### config.mk
export PLATFORM = sky130hd
export DESIGN_NAME = servo_bus_packet_master
export DESIGN_NICKNAME = d
export VERILOG_FILES = /design/src/hw/rtl/sbpm_pkg.sv /design/src/hw/rtl/servo_bus_packet_master.sv /design/src/hw/rtl/sbpm_pkt_build.sv
export SDC_FILE = /design/constraint.sdc
export NUM_CORES = 1
export LEC_CHECK = 0
export BUFFER_PORTS_ARGS = -buffer_cell sky130_fd_sc_hd__buf_4
export CORE_MARGIN = 2
export CORE_UTILIZATION = 40
export CTS_BUF_LIST = sky130_fd_sc_hd__clkbuf_2 sky130_fd_sc_hd__clkbuf_4 sky130_fd_sc_hd__clkbuf_8
export CTS_CLUSTER_DIAMETER = 50
export DETAILED_ROUTE_END_ITERATION = 8
export SLEW_MARGIN = 20
export SYNTH_ARGS = -nofsm -noshare
export SYNTH_HDL_FRONTEND = slang
export SYNTH_SLANG_ARGS = --single-unit
### constraint.sdc
create_clock -name clk -period 3.99 [get_ports clk]
set_clock_uncertainty 0.1 [all_clocks]
set_input_delay 0.1995 -clock clk [delete_from_list [all_inputs] [get_ports clk]]
set_output_delay 0.1995 -clock clk [all_outputs]
set_load 0.01 [all_outputs]
### src/hw/rtl/sbpm_pkg.sv
// ----------------------------------------------------------------------------
// sbpm_pkg
// Types and constants shared by the servo bus packet master and its packet
// builder.
// ----------------------------------------------------------------------------
`timescale 1ns / 1ps
`default_nettype none

package sbpm_pkg;

    // input word codes
    localparam logic [2:0] OP_WRITE_BYTE = 3'd0;
    localparam logic [2:0] OP_WRITE_WORD = 3'd1;
    localparam logic [2:0] OP_READ_WORD  = 3'd2;
    localparam logic [2:0] OP_RX_BYTE    = 3'd3;
    localparam logic [2:0] OP_TIMEOUT    = 3'd4;

    localparam logic [1:0] KIND_READ = 2'd2;

    // protocol bytes
    localparam logic [7:0] HDR_BYTE   = 8'hFF;
    localparam logic [7:0] INST_READ  = 8'h02;
    localparam logic [7:0] INST_WRITE = 8'h03;
    localparam logic [7:0] READ_COUNT = 8'd2;
    localparam logic [7:0] LEN_SHORT  = 8'd4;
    localparam logic [7:0] LEN_LONG   = 8'd5;

    // packet sizes
    localparam int         PKT_MAX       = 9;
    localparam logic [3:0] PKT_LEN_SHORT = 4'd8;
    localparam logic [3:0] PKT_LEN_LONG  = 4'd9;

    // status reply layout
    localparam logic [3:0] RX_LEN_WRITE = 4'd6;
    localparam logic [3:0] RX_LEN_READ  = 4'd8;
    localparam logic [3:0] RX_POS_HDR0  = 4'd0;
    localparam logic [3:0] RX_POS_HDR1  = 4'd1;
    localparam logic [3:0] RX_POS_ID    = 4'd2;
    localparam logic [3:0] RX_POS_ERR   = 4'd4;
    localparam logic [3:0] RX_POS_VLO   = 4'd5;
    localparam logic [3:0] RX_POS_VHI   = 4'd6;

    typedef struct packed {
        logic [2:0]  opcode;
        logic [7:0]  servo_id;
        logic [7:0]  reg_address;
        logic [15:0] write_data;
        logic [7:0]  rx_byte;
    } sbpm_in_word_t;

    typedef struct packed {
        logic [7:0]  tx_byte;
        logic        tx_valid;
        logic        last_of_run;
        logic        done_res;
        logic        success;
        logic [15:0] read_value;
        logic [7:0]  device_error;
        logic [31:0] success_count;
        logic [31:0] fail_count;
        logic [7:0]  last_good_id;
    } sbpm_out_word_t;

    typedef logic [PKT_MAX-1:0][7:0] sbpm_pkt_t;

endpackage

`default_nettype wire

### src/hw/rtl/servo_bus_packet_master.sv
// ----------------------------------------------------------------------------
// servo_bus_packet_master
// Master side of a half-duplex servo bus transaction: instruction packet out,
// status reply in, counters and last error kept.
// ----------------------------------------------------------------------------
// usage
//   in channel  (in_valid / in_ready / in_data): one word per command, received
//     status byte or timeout event
//   out channel (out_valid / out_ready / out_data): one word per instruction
//     packet byte, or one completion word when a reply ends or times out
// latency: the first output word of an input word is valid the cycle after
//   the input is taken
// throughput: a word that yields no output or one output is taken every
//   cycle while the receiver accepts; a command holds the output buffer for
//   its 8 or 9 packet bytes, one packet byte per cycle unless the receiver
//   stalls, and the next input is taken on the cycle the checksum byte leaves
// the output buffer is the only thing between the two sides: while the
//   receiver stalls the buffer holds, in_ready stays low until its last word
//   is taken
// reset: no reply pending, counters zero, last good id 255, buffer empty
// ----------------------------------------------------------------------------
`timescale 1ns / 1ps
`default_nettype none

module servo_bus_packet_master
    import sbpm_pkg::*;
(
    input  wire logic           clk,
    input  wire logic           rst_n,
    input  wire logic           in_valid,
    output logic                in_ready,
    input  wire sbpm_in_word_t  in_data,
    output logic                out_valid,
    input  wire logic           out_ready,
    output sbpm_out_word_t      out_data
);

    // transaction state
    logic        waiting_reg,  waiting_next;
    logic [1:0]  kind_reg,     kind_next;
    logic [7:0]  pid_reg,      pid_next;
    logic [3:0]  rx_idx_reg,   rx_idx_next;
    logic        hdr_ok_reg,   hdr_ok_next;
    logic [7:0]  rerr_reg,     rerr_next;
    logic [7:0]  vlo_reg,      vlo_next;
    logic [7:0]  vhi_reg,      vhi_next;
    logic [7:0]  dev_err_reg,  dev_err_next;
    logic [31:0] good_cnt_reg, good_cnt_next;
    logic [31:0] bad_cnt_reg,  bad_cnt_next;
    logic [7:0]  good_id_reg,  good_id_next;

    // output buffer: packet bytes shift out at element 0
    sbpm_pkt_t   bytes_reg,    bytes_next;
    logic [3:0]  rem_reg,      rem_next;
    logic        is_pkt_reg,   is_pkt_next;
    logic        ok_reg,       ok_next;
    logic [15:0] val_reg,      val_next;

    sbpm_pkt_t   pkt;
    logic [3:0]  pkt_len;
    logic        pop;
    logic        take;
    logic        fin;
    logic        fin_hdr;
    logic        fin_ok;
    logic [3:0]  idx_inc;
    logic [3:0]  need;
    logic        hdr_upd;

    sbpm_pkt_build u_pkt_build (
        .opcode      (in_data.opcode),
        .servo_id    (in_data.servo_id),
        .reg_address (in_data.reg_address),
        .write_data  (in_data.write_data),
        .pkt         (pkt),
        .pkt_len     (pkt_len)
    );

    assign out_valid = (rem_reg != 4'd0);
    assign pop       = out_valid && out_ready;
    // take a new word when the buffer is empty or its last word leaves now
    assign in_ready  = !out_valid || (pop && (rem_reg == 4'd1));
    assign take      = in_valid && in_ready;

    always_comb
    begin
        out_data.tx_byte       = is_pkt_reg ? bytes_reg[0] : 8'h00;
        out_data.tx_valid      = is_pkt_reg;
        out_data.last_of_run   = is_pkt_reg && (rem_reg == 4'd1);
        out_data.done_res      = !is_pkt_reg;
        out_data.success       = !is_pkt_reg && ok_reg;
        out_data.read_value    = is_pkt_reg ? 16'h0000 : val_reg;
        out_data.device_error  = dev_err_reg;
        out_data.success_count = good_cnt_reg;
        out_data.fail_count    = bad_cnt_reg;
        out_data.last_good_id  = good_id_reg;
    end

    always_comb
    begin
        waiting_next  = waiting_reg;
        kind_next     = kind_reg;
        pid_next      = pid_reg;
        rx_idx_next   = rx_idx_reg;
        hdr_ok_next   = hdr_ok_reg;
        rerr_next     = rerr_reg;
        vlo_next      = vlo_reg;
        vhi_next      = vhi_reg;
        dev_err_next  = dev_err_reg;
        good_cnt_next = good_cnt_reg;
        bad_cnt_next  = bad_cnt_reg;
        good_id_next  = good_id_reg;
        bytes_next    = bytes_reg;
        rem_next      = rem_reg;
        is_pkt_next   = is_pkt_reg;
        ok_next       = ok_reg;
        val_next      = val_reg;
        fin           = 1'b0;
        fin_hdr       = 1'b0;
        fin_ok        = 1'b0;
        idx_inc       = rx_idx_reg + 4'd1;
        need          = (kind_reg == KIND_READ) ? RX_LEN_READ : RX_LEN_WRITE;
        hdr_upd       = hdr_ok_reg;

        if (pop)
        begin
            rem_next = rem_reg - 4'd1;
            if (is_pkt_reg)
            begin
                bytes_next = {8'h00, bytes_reg[PKT_MAX-1:1]};
            end
        end

        if (take)
        begin
            case (in_data.opcode)
                OP_WRITE_BYTE, OP_WRITE_WORD, OP_READ_WORD:
                begin
                    // commands are dropped while a reply is pending
                    if (!waiting_reg)
                    begin
                        bytes_next   = pkt;
                        rem_next     = pkt_len;
                        is_pkt_next  = 1'b1;
                        waiting_next = 1'b1;
                        kind_next    = in_data.opcode[1:0];
                        pid_next     = in_data.servo_id;
                        rx_idx_next  = 4'd0;
                        hdr_ok_next  = 1'b1;
                        rerr_next    = 8'h00;
                        vlo_next     = 8'h00;
                        vhi_next     = 8'h00;
                    end
                end
                OP_RX_BYTE:
                begin
                    if (waiting_reg)
                    begin
                        case (rx_idx_reg)
                            RX_POS_HDR0, RX_POS_HDR1:
                            begin
                                if (in_data.rx_byte != HDR_BYTE)
                                    hdr_upd = 1'b0;
                            end
                            RX_POS_ID:
                            begin
                                if (in_data.rx_byte != pid_reg)
                                    hdr_upd = 1'b0;
                            end
                            RX_POS_ERR: rerr_next = in_data.rx_byte;
                            RX_POS_VLO: vlo_next  = in_data.rx_byte;
                            RX_POS_VHI: vhi_next  = in_data.rx_byte;
                            default: ;
                        endcase
                        hdr_ok_next = hdr_upd;
                        rx_idx_next = idx_inc;
                        if (idx_inc >= need)
                        begin
                            // reply ends with its last byte: 6 bytes for a write, 8 for a read
                            fin     = 1'b1;
                            fin_hdr = hdr_upd;
                        end
                    end
                end
                OP_TIMEOUT:
                begin
                    if (waiting_reg)
                    begin
                        hdr_ok_next = 1'b0;
                        fin         = 1'b1;
                        fin_hdr     = 1'b0;
                    end
                end
                default: ;
            endcase
        end

        if (fin)
        begin
            // a bad header keeps the previous device error
            if (fin_hdr)
            begin
                dev_err_next = rerr_reg;
                fin_ok       = (rerr_reg == 8'h00);
            end
            if (fin_ok)
            begin
                good_cnt_next = good_cnt_reg + 32'd1;
                good_id_next  = pid_reg;
                val_next      = (kind_reg == KIND_READ) ? {vhi_reg, vlo_reg} : 16'h0000;
            end
            else
            begin
                bad_cnt_next = bad_cnt_reg + 32'd1;
                val_next     = 16'h0000;
            end
            waiting_next = 1'b0;
            rx_idx_next  = 4'd0;
            rem_next     = 4'd1;
            is_pkt_next  = 1'b0;
            ok_next      = fin_ok;
        end
    end

    always_ff @(posedge clk or negedge rst_n)
    begin
        if (!rst_n)
        begin
            waiting_reg  <= 1'b0;
            kind_reg     <= 2'd0;
            pid_reg      <= 8'h00;
            rx_idx_reg   <= 4'd0;
            hdr_ok_reg   <= 1'b1;
            rerr_reg     <= 8'h00;
            vlo_reg      <= 8'h00;
            vhi_reg      <= 8'h00;
            dev_err_reg  <= 8'h00;
            good_cnt_reg <= 32'd0;
            bad_cnt_reg  <= 32'd0;
            good_id_reg  <= 8'hFF;
            rem_reg      <= 4'd0;
            is_pkt_reg   <= 1'b0;
        end
        else
        begin
            waiting_reg  <= waiting_next;
            kind_reg     <= kind_next;
            pid_reg      <= pid_next;
            rx_idx_reg   <= rx_idx_next;
            hdr_ok_reg   <= hdr_ok_next;
            rerr_reg     <= rerr_next;
            vlo_reg      <= vlo_next;
            vhi_reg      <= vhi_next;
            dev_err_reg  <= dev_err_next;
            good_cnt_reg <= good_cnt_next;
            bad_cnt_reg  <= bad_cnt_next;
            good_id_reg  <= good_id_next;
            rem_reg      <= rem_next;
            is_pkt_reg   <= is_pkt_next;
        end
    end

    // buffer payload, no reset needed
    always_ff @(posedge clk)
    begin
        bytes_reg <= bytes_next;
        ok_reg    <= ok_next;
        val_reg   <= val_next;
    end

endmodule

`default_nettype wire

### src/hw/rtl/sbpm_pkt_build.sv
// ----------------------------------------------------------------------------
// sbpm_pkt_build
// Builds one instruction packet with its checksum from a command word.
// ----------------------------------------------------------------------------
`timescale 1ns / 1ps
`default_nettype none

module sbpm_pkt_build
    import sbpm_pkg::*;
(
    input  wire logic [2:0]  opcode,
    input  wire logic [7:0]  servo_id,
    input  wire logic [7:0]  reg_address,
    input  wire logic [15:0] write_data,
    output sbpm_pkt_t        pkt,
    output logic [3:0]       pkt_len
);

    logic [7:0] len_byte;
    logic [7:0] inst_byte;
    logic [7:0] data0;
    logic [7:0] data1;
    logic [7:0] sum;
    logic       long_pkt;

    always_comb
    begin
        long_pkt  = (opcode == OP_WRITE_WORD);
        len_byte  = long_pkt ? LEN_LONG : LEN_SHORT;
        inst_byte = (opcode == OP_READ_WORD) ? INST_READ : INST_WRITE;
        data0     = (opcode == OP_READ_WORD) ? READ_COUNT : write_data[7:0];
        data1     = long_pkt ? write_data[15:8] : 8'h00;
        // checksum only needs the low byte, so the sum wraps at 8 bits
        sum       = servo_id + len_byte + inst_byte + reg_address + data0 + data1;

        pkt    = '0;
        pkt[0] = HDR_BYTE;
        pkt[1] = HDR_BYTE;
        pkt[2] = servo_id;
        pkt[3] = len_byte;
        pkt[4] = inst_byte;
        pkt[5] = reg_address;
        pkt[6] = data0;
        if (long_pkt)
        begin
            pkt[7]  = data1;
            pkt[8]  = ~sum;
            pkt_len = PKT_LEN_LONG;
        end
        else
        begin
            pkt[7]  = ~sum;
            pkt_len = PKT_LEN_SHORT;
        end
    end

endmodule

`default_nettype wire
# == Word-level counts from Yosys, hierarchy flattened ==
# Index checks and enable logic that the tools add are counted.
# op_classes
addsub,9
eq_ne,22
n_div,0
n_shift,0
n_mul,0
bitwise_logic,3
n_lt_le_gt_ge,1
n_mux,59
reduce_logical,31
# op_table
operator,count
72-bit 2-to-1 mux,5
8-bit 2-to-1 mux,12
32-bit by 1-bit adder with 32-bit output (second input constant),2
8-bit case mux with 2 select lines,3
8-bit adder,5
4-bit 2-to-1 mux,10
1-bit 2-to-1 mux,24
5-bit AND reduction,4
16-bit 2-to-1 mux,1
4-bit by 3-bit equality test with 1-bit output (second input constant),3
2-bit AND reduction,5
4-bit by 1-bit equality test with 1-bit output (second input constant),2
8-bit zero test,1
2-bit by 1-bit inequality test with 1-bit output (second input constant),4
8-bit inequality test,1
8-bit inequality test (second input constant),1
8-bit inverter,1
4-bit case mux with 2 select lines,1
3-bit by 2-bit equality test with 1-bit output (second input constant),2
2-bit inequality test (second input constant),3
3-bit inequality test (second input constant),2
3-bit AND reduction,2
2-bit nonzero test,3
3-bit nonzero test,2
19 further kinds,26
# totals
romBits,0
in_bits,47
wordCells,150
register_bits,214
output_inout_bits,110
mem_bits_rw,0
latchBits,0
n_memories,0

# == Logic depth before layout (Yosys ltp) ==
# Gate-level depths: netlist of run 1.
# depth
ltp_word,12
ltp_mapped,19
depth_no_buf,17

# == Cells and area by module ==
# A second synthesis of run 1 with hierarchy kept.
# hier_totals
cells_unflattened,1108
hier_area_um2,11452.2
# modules_own_cells
module,cells_per_inst,seq_area_each_um2,area_per_inst_um2,n_inst
servo_bus_packet_master,927,5091.1,10075.9,1
sbpm_pkt_build,181,0.0,1376.3,1

# == Least setup slack after synthesis of run 1 ==
# Ideal clock, no wire load.
# synth_timing
path_kind,in2reg
start,input port in_data[42] (netlist bit)
end,register bytes_reg[63] (netlist bit)
cell_stages,19
n_path_buf,2
required_ns,3.770
t_arrival_ns,3.785
setup_slack_ns,-0.015
setup_ns,0.120
path_cell_list,buf_6 > or3b_1 > buf_2 > clkinv_1 > and2_1 > fa_1 > fa_1 > inv_1 > fa_1 > inv_1 > ha_1 > inv_1 > fa_1 > nor2b_1 > o31ai_1 > a21oi_1 > xnor2_1 > nor2_1 > o31a_1
# synth_rtl
item,line_no,text
start: declaration,servo_bus_packet_master.sv:32,"input wire sbpm_in_word_t in_data,"
end signal: assignment,servo_bus_packet_master.sv:266,bytes_reg <= bytes_next;
end: declaration,servo_bus_packet_master.sv:53,"sbpm_pkt_t bytes_reg, bytes_next;"

==> reports/results.tsv, run 1 <==
metric	value	unit
outcome	complete, no violations	
min_period	3700	ps
worstReg2RegStart	rx_idx_reg[0]	
whs	25.1	ps
grt_pass1_wl	41900	µm
layout_setup_ws	293	ps
synth_nets	1176	
viasPerCell	5.02	
yosysMostFrequentCell	nand2_1	
r2r_end	bad_cnt_reg[20]	
setup_violations	0	
rows	59	
ir_worst_vdd	0.239	mV
hold_viol	0	
rr_worst_depth	10	
largest_reg_flops	72	
clkTransAtPathRegs	60	ps
grt_antenna_before_repair	0	
postSynthCellCount	1090	
slew_headroom	30.4	%
synth.cell_area	10400	µm²
vias	8315	
dpl.hpwl	18400	µm
rsz0062_at_grt	false	
syn_area_per_cell	9.57	µm²
antenna_cells	0	
grt_max_degree	53	
routed_wl	26200	µm
numCtsBuffers	39	
ant_nets	0	
timing.max_cap.violations	0	
final_nets	1377	
cp-start-kind	primary input	
cts_max_level	2	
hold_path_class	in -> reg	
first_pass_iters	5	
fin_tns_setup	0	ps
grt.overflow.total	0	
start_util	40.4	%
cts.sinks	214	
ys_top_cells_by_area	dfrtp_1 28%, dfxtp_1 14%, nand2_1 8.0%	
seq_area_frac_synth	48.8	%
port_buffers	156	
crit_path_end_kind	flop	
crit_type	in -> reg	
synth_warnings	0	
core	25800	µm²
grt_usage	19.4	%
reg2reg_slack	1010	ps
dieArea	27400	µm²
synthTopCellsByCount	222 x nand2_1, 116 x dfrtp_1, 72 x dfxtp_1	
wl_per_cell	15.8	µm
cts_tree	done	
tightest_slew	1040	ps
area_growth	25.6	%
path_max_fanout	12	
die_h	166	µm
grt_pass1_vias	8074	
drive_gt1_share	22.2	%
total_power	6.78	mW
ys_seq_elements	214	
finalMaxSlewViolations	0	
cts-root-buf	clkbuf_8	
powerDensity	517	nW/µm²
synth_edf_count	17	
fmax	271	MHz
cp-endpoint	bytes_reg[63]	
die_w	166	µm
async_reset_ff_share	58.4	%
ios	157	
drt-initial-drc-count	506	
leakagePower	6.09	nW
clk_latency	530	ps
post-place-ws	-46.4	ps
crit_start	in_data[42]	
ys_types	67	
fin_crit_sh	92.6	%
gp_congestion	0.862	
min_from	in_data[17]	
cp.arrival	4010	ps
clockBufferDepth	3	
drc_errors	0	
ys.flop_type	dfrtp_1	
synth_top_cell_by_area	dfrtp_1	
synth_top_area_share	27.8	%
critPathRequiredTime	4300	ps
-- stage by stage --
stage | utilization [%] | instance area [µm²] | instances
floorplan | - | 10400 | 1090
global placement | 46.1 | 11900 | 1546
detailed placement | 46.1 | 11900 | 1546
CTS | 50.7 | 13100 | 1655
global route | 50.7 | 13100 | 1655
finish | 50.7 | 13100 | 1655
-- where the power goes --
part           leakage (nW)  total [mW]  internal, mW  switching [mW]
combinational          3.29        1.79         0.831           0.955
clock                 0.428        2.10          1.20           0.902
sequential             2.38        2.89          2.61           0.286
-- area by class of cell --
cell class,count,area [µm²]
clock buffers,61,752
inverters,46,174
well taps,335,419
fillers,2435,12700
clock inverters,9,51.3
repair buffers,216,1720
multi-input cells,774,4900
flip-flops and latches,214,5090
-- cells by family after synthesis --
family,after synthesis,share of synthesized area (%)
compound gates,128,7.30
flops,214,48.8
xor+xnor,83,7.23
mux,23,2.33
simple gates,501,24.2
fa+ha+maj,39,5.76
buf+inv,102,4.39
-- critical path, stage by stage --
cell	delay, ps
buf_4	110
dlygate4sd3_1	550
buf_4	190
or3b_1	380
and2_1	190
fa_1	350
inv_1	80
fa_1	410
inv_1	70
ha_1	160
inv_1	50
fa_1	380
nor2b_1	170
o31ai_1	100
a21oi_1	170
xnor2_1	150
nor2_1	60
o31a_1	230
-- placed cells by master (no fill, tap or decap), types with 9 or more instances in the layout --
cell	netlist	layout
buf_4	3	177
and2_1	37	37
nor3_1	19	19
dfstp_2	9	9
edfxtp_1	17	17
a21oi_1	36	36
clkbuf_8	0	47
fa_1	15	15
mux2_2	10	10
inv_1	45	45
and3_1	18	18
nand3_1	52	51
ha_1	24	24
dfrtp_1	116	116
clkbuf_4	0	14
dlygate4sd3_1	0	39
nor2b_1	21	21
nand4_1	37	37
nand2_1	222	222
nor2_1	46	46
o21ai_0	35	35
xnor2_1	59	59
dfxtp_1	72	72
a31oi_1	19	19
o21ai_1	16	16
mux2i_1	13	13
xor2_1	22	22
-- layer usage --
metal,global-route usage (%),up-vias,share of wire [%]
li1,-,4077,-
met1,26.4,3994,46
met2,31.4,199,47
met3,3.60,45,5.4
met4,5.96,0,2.1
met5,0,-,0
-- how the worst min path moves through the flow --
stage,end,slack [ps],cells past startpoint
floorplan,bad_cnt_reg[0],-200,0
CTS,bytes_reg[57],0.07,5
detailed placement,vhi_reg[5],140,1
finish,bytes_reg[57],30,5
global placement,vhi_reg[5],150,1
global route,bytes_reg[58],30,4
-- what timing repair did --
action	CTS	global route
hold buffers	39	0
hold endpoints to repair	104	0
setup endpoints to repair	0	0
resized for setup	0	0
setup buffers	0	0
Power figures use the tool's default switching activity.
==> run 2: changes to the inputs <==
- ABC_AREA: unset -> 1
- GPL_TIMING_DRIVEN: unset -> 0
==> run 2 against run 1 <==
Critical path type unchanged. Total power is 9.5% higher. First-iteration DRC count is 22% higher. Highest routed layer is now met5. Die area is 10% higher. Synthesized cell count is 36% higher.
==> reports/results.tsv, run 2 <==
metric	value	unit	change
ir_worst_vdd	0.225	mV	was 0.239 mV
final_cell_mix	352 x nand2_1, 238 x inv_1, 160 x buf_4, 144 x nor2_1, 116 x dfrtp_1		was 222 x nand2_1, 177 x buf_4, 116 x dfrtp_1, 72 x dfxtp_1, 59 x xnor2_1
slowest_stage	fa_1		was dlygate4sd3_1
path_max_fanout	10		was 12
whs	36.7	ps	was 25.1 ps
p_sw	2.50	mW	was 2.14 mW
setup_violations	0		unchanged
final_nets	1802		was 1377
internal-power	4.93	mW	was 4.64 mW
ant_nets	0		unchanged
total_power	7.43	mW	was 6.78 mW
port_buffers	156		unchanged
synthTopCellsByCount	352 x nand2_1, 238 x inv_1, 145 x nor2_1		was 222 x nand2_1, 116 x dfrtp_1, 72 x dfxtp_1
ys_top_cells_by_area	dfrtp_1 25%, dfxtp_1 13%, nand2_1 11%		was dfrtp_1 28%, dfxtp_1 14%, nand2_1 8.0%
ys_seq_elements	214		unchanged
grt_max_degree	87		was 53
r2r_end	bad_cnt_reg[3]		was bad_cnt_reg[20]
cts-root-buf	clkbuf_8		unchanged
vias	10295		was 8315
crit_type	in -> reg		unchanged
synth_warnings	0		unchanged
yosysMostFrequentCell	nand2_1		unchanged
critPathRequiredTime	4310	ps	was 4300 ps
clkTransAtPathRegs	60	ps	about the same
cts.sinks	214		unchanged
finalMaxSlewViolations	0		unchanged
drc_errors	0		unchanged
comb_power_share	31.8	%	was 26.3%
grt_pass1_vias	10106		was 8074
path_cells	buf_4 > inv_1 > nor3_4 > buf_4 > inv_1 > nor2_2 > fa_1 > fa_1 > inv_1 > fa_1 > inv_1 > ha_1 > inv_1 > fa_1 > inv_1 > a21oi_1 > o21ai_1 > a21o_1 > a21oi_1 > nand3_1 > nand3_1 > nand2_1 > inv_1		was buf_4 > dlygate4sd3_1 > buf_4 > or3b_1 > and2_1 > fa_1 > inv_1 > fa_1 > inv_1 > ha_1 > inv_1 > fa_1 > nor2b_1 > o31ai_1 > a21oi_1 > xnor2_1 > nor2_1 > o31a_1
ys_types	51		was 67
rows	62		was 59
tightest_slew	684	ps	was 1040 ps
crit_cells	23		was 18
grt_antenna_before_repair	1		was 0
hold_path_class	in -> async		was in -> reg
ios	157		unchanged
clkPwrFrac	28.0	%	was 31.0%
timing.max_cap.violations	0		unchanged
powerDensity	515	nW/µm²	was 517 nW/µm²
grt_usage	21.2	%	was 19.4%
synth_top_cell_by_area	dfrtp_1		unchanged
viasPerCell	4.84		was 5.02
antenna_cells	0		unchanged
largest_reg_flops	72		unchanged
clockBufferDepth	3		unchanged
path_buf_inv	9		was 6
crit_path_end_kind	flop		unchanged
drt-initial-drc-count	616		was 506
min_period	3780	ps	was 3700 ps
path_common_cell	inv_1		
start_util	40.4	%	about the same
mostFrequentLayoutCell	nand2_1		unchanged
cp-start-kind	primary input		unchanged
rr_worst_depth	14		was 10
synth_nets	1564		was 1176
clk_latency	540	ps	was 530 ps
syn_area_per_cell	7.80	µm²	was 9.57 µm²
layout.core_utilization	50.5	%	was 50.7%
hold_viol	0		unchanged
leakagePower	6.99	nW	was 6.09 nW
post-cts-setup-buffers	0		unchanged
die_h	174	µm	was 166 µm
first_pass_iters	4		was 5
die_w	174	µm	was 166 µm
postSynthCellCount	1478		was 1090
pwr-share-seq	40.2	%	was 42.7%
drive_gt1_share	19.4	%	was 22.2%
dpl.hpwl	24100	µm	was 18400 µm
cpLargestDelayFamily	adder cells		unchanged
seq_area_frac_synth	44.2	%	was 48.8%
grt_pass1_wl	51400	µm	was 41900 µm
outcome	complete, no violations		unchanged
cts_max_level	2		unchanged
synth.cell_area	11500	µm²	was 10400 µm²
synth_edf_count	17		unchanged
async_reset_ff_share	58.4	%	unchanged
wl_per_cell	14.9	µm	was 15.8 µm
routed_wl	31800	µm	was 26200 µm
area_growth	25.1	%	was 25.6%
grt.overflow.total	0		unchanged
reg2reg_slack	1010	ps	about the same
worstReg2RegStart	rx_idx_reg[0]		unchanged
ys.flop_type	dfrtp_1		unchanged
fmax	265	MHz	was 271 MHz
gp_congestion	0.918		was 0.862
cts_tree	done		unchanged
fin_crit_sh	94.6	%	was 92.6%
synth_top_area_share	25.2	%	was 27.8%
slew_headroom	54.4	%	was 30.4%
numCtsBuffers	38		was 39
dieArea	30200	µm²	was 27400 µm²
core	28500	µm²	was 25800 µm²
cp.arrival	4100	ps	was 4010 ps
p_sw_share	33.7	%	was 31.6%
cp_slowest_stage_delay	450	ps	was 550 ps
-- run 2: cell count changes after synthesis, sizes merged, moves of 37 or more --
cell,delta
nand2,+134
o21ai,+40
inv,+201
xnor2,-40
nor2,+102
and2,-37
-- run 2: cell type report --
type                            count  area (µm²)
Clock inverter                      6        33.8
Tap cell                          384         480
Clock buffer                       63         742
Sequential cell                   214        5090
Multi-Input combinational cell    967        5290
Buffer                             50         240
Inverter                          247         928
Timing Repair Buffer              198        1620
Fill cell                        2881       14100
-- run 2: through the flow --
stage	TNS (ps)	setup slack, ps	instances	instance area (µm²)
after floorplan	0	178	1478	11500
after global placement	-2660	-650	2018	13200
after detailed placement	-3590	-741	2019	13200
after CTS	0	75.7	2129	14400
after global routing	-2.04	-2.04	2129	14400
final	0	214	2129	14400
-- run 2: layer usage --
layer / GRT usage (%) / vias up / wire length, µm
li1: - / 5140 / -
met1: 28.3 / 4819 / 14600
met2: 34.4 / 264 / 14500
met3: 3.55 / 70 / 1620
met4: 8.47 / 2 / 1070
met5: 0 / - / 9
-- run 2: cells by family (layout without fill, tap and decap cells) --
| logic type | count (synthesis) | after routing | synth area share (%) |
|---|---|---|---|
| AND/OR/NAND/NOR | 663 | 663 | 25.0 |
| flip-flops | 214 | 214 | 44.2 |
| adder cells (fa/ha/maj) | 39 | 39 | 5.21 |
| multiplexers | 2 | 2 | 0.184 |
| XOR/XNOR | 72 | 72 | 5.47 |
| buffers and inverters | 297 | 564 | 10.1 |
| AO/OA/AOI/OAI | 191 | 191 | 9.81 |
-- run 2: repair_timing --
item,in CTS,in global routing
hold buffers,41,0
setup endpoints to repair,4,3
gates resized for setup,2,3
endpoints found under the hold margin,175,0
-- run 2: worst max path at each step --
| stage | to | slack (ps) | startpoint |
|---|---|---|---|
| floorplan | bytes_reg[63] | 180 | in_data[41] |
| global placement | bytes_reg[63] | -650 | in_data[40] |
| detailed placement | bytes_reg[63] | -740 | in_data[40] |
| CTS | bytes_reg[63] | 80 | in_data[40] |
| global route | bytes_reg[63] | -2 | in_data[40] |
| finish | bytes_reg[63] | 210 | in_data[40] |
-- run 2: power groups by stage --
stage,Combinational [mW],Sequential [mW],Clock (mW)
3_3_place_gp,2.28,3.01,0
2_1_floorplan,1.65,2.96,0
5_1_grt,2.69,3.05,2.23
4_1_cts,2.38,2.99,2.12
3_5_place_dp,2.34,3.02,0
6_report,2.36,2.99,2.08
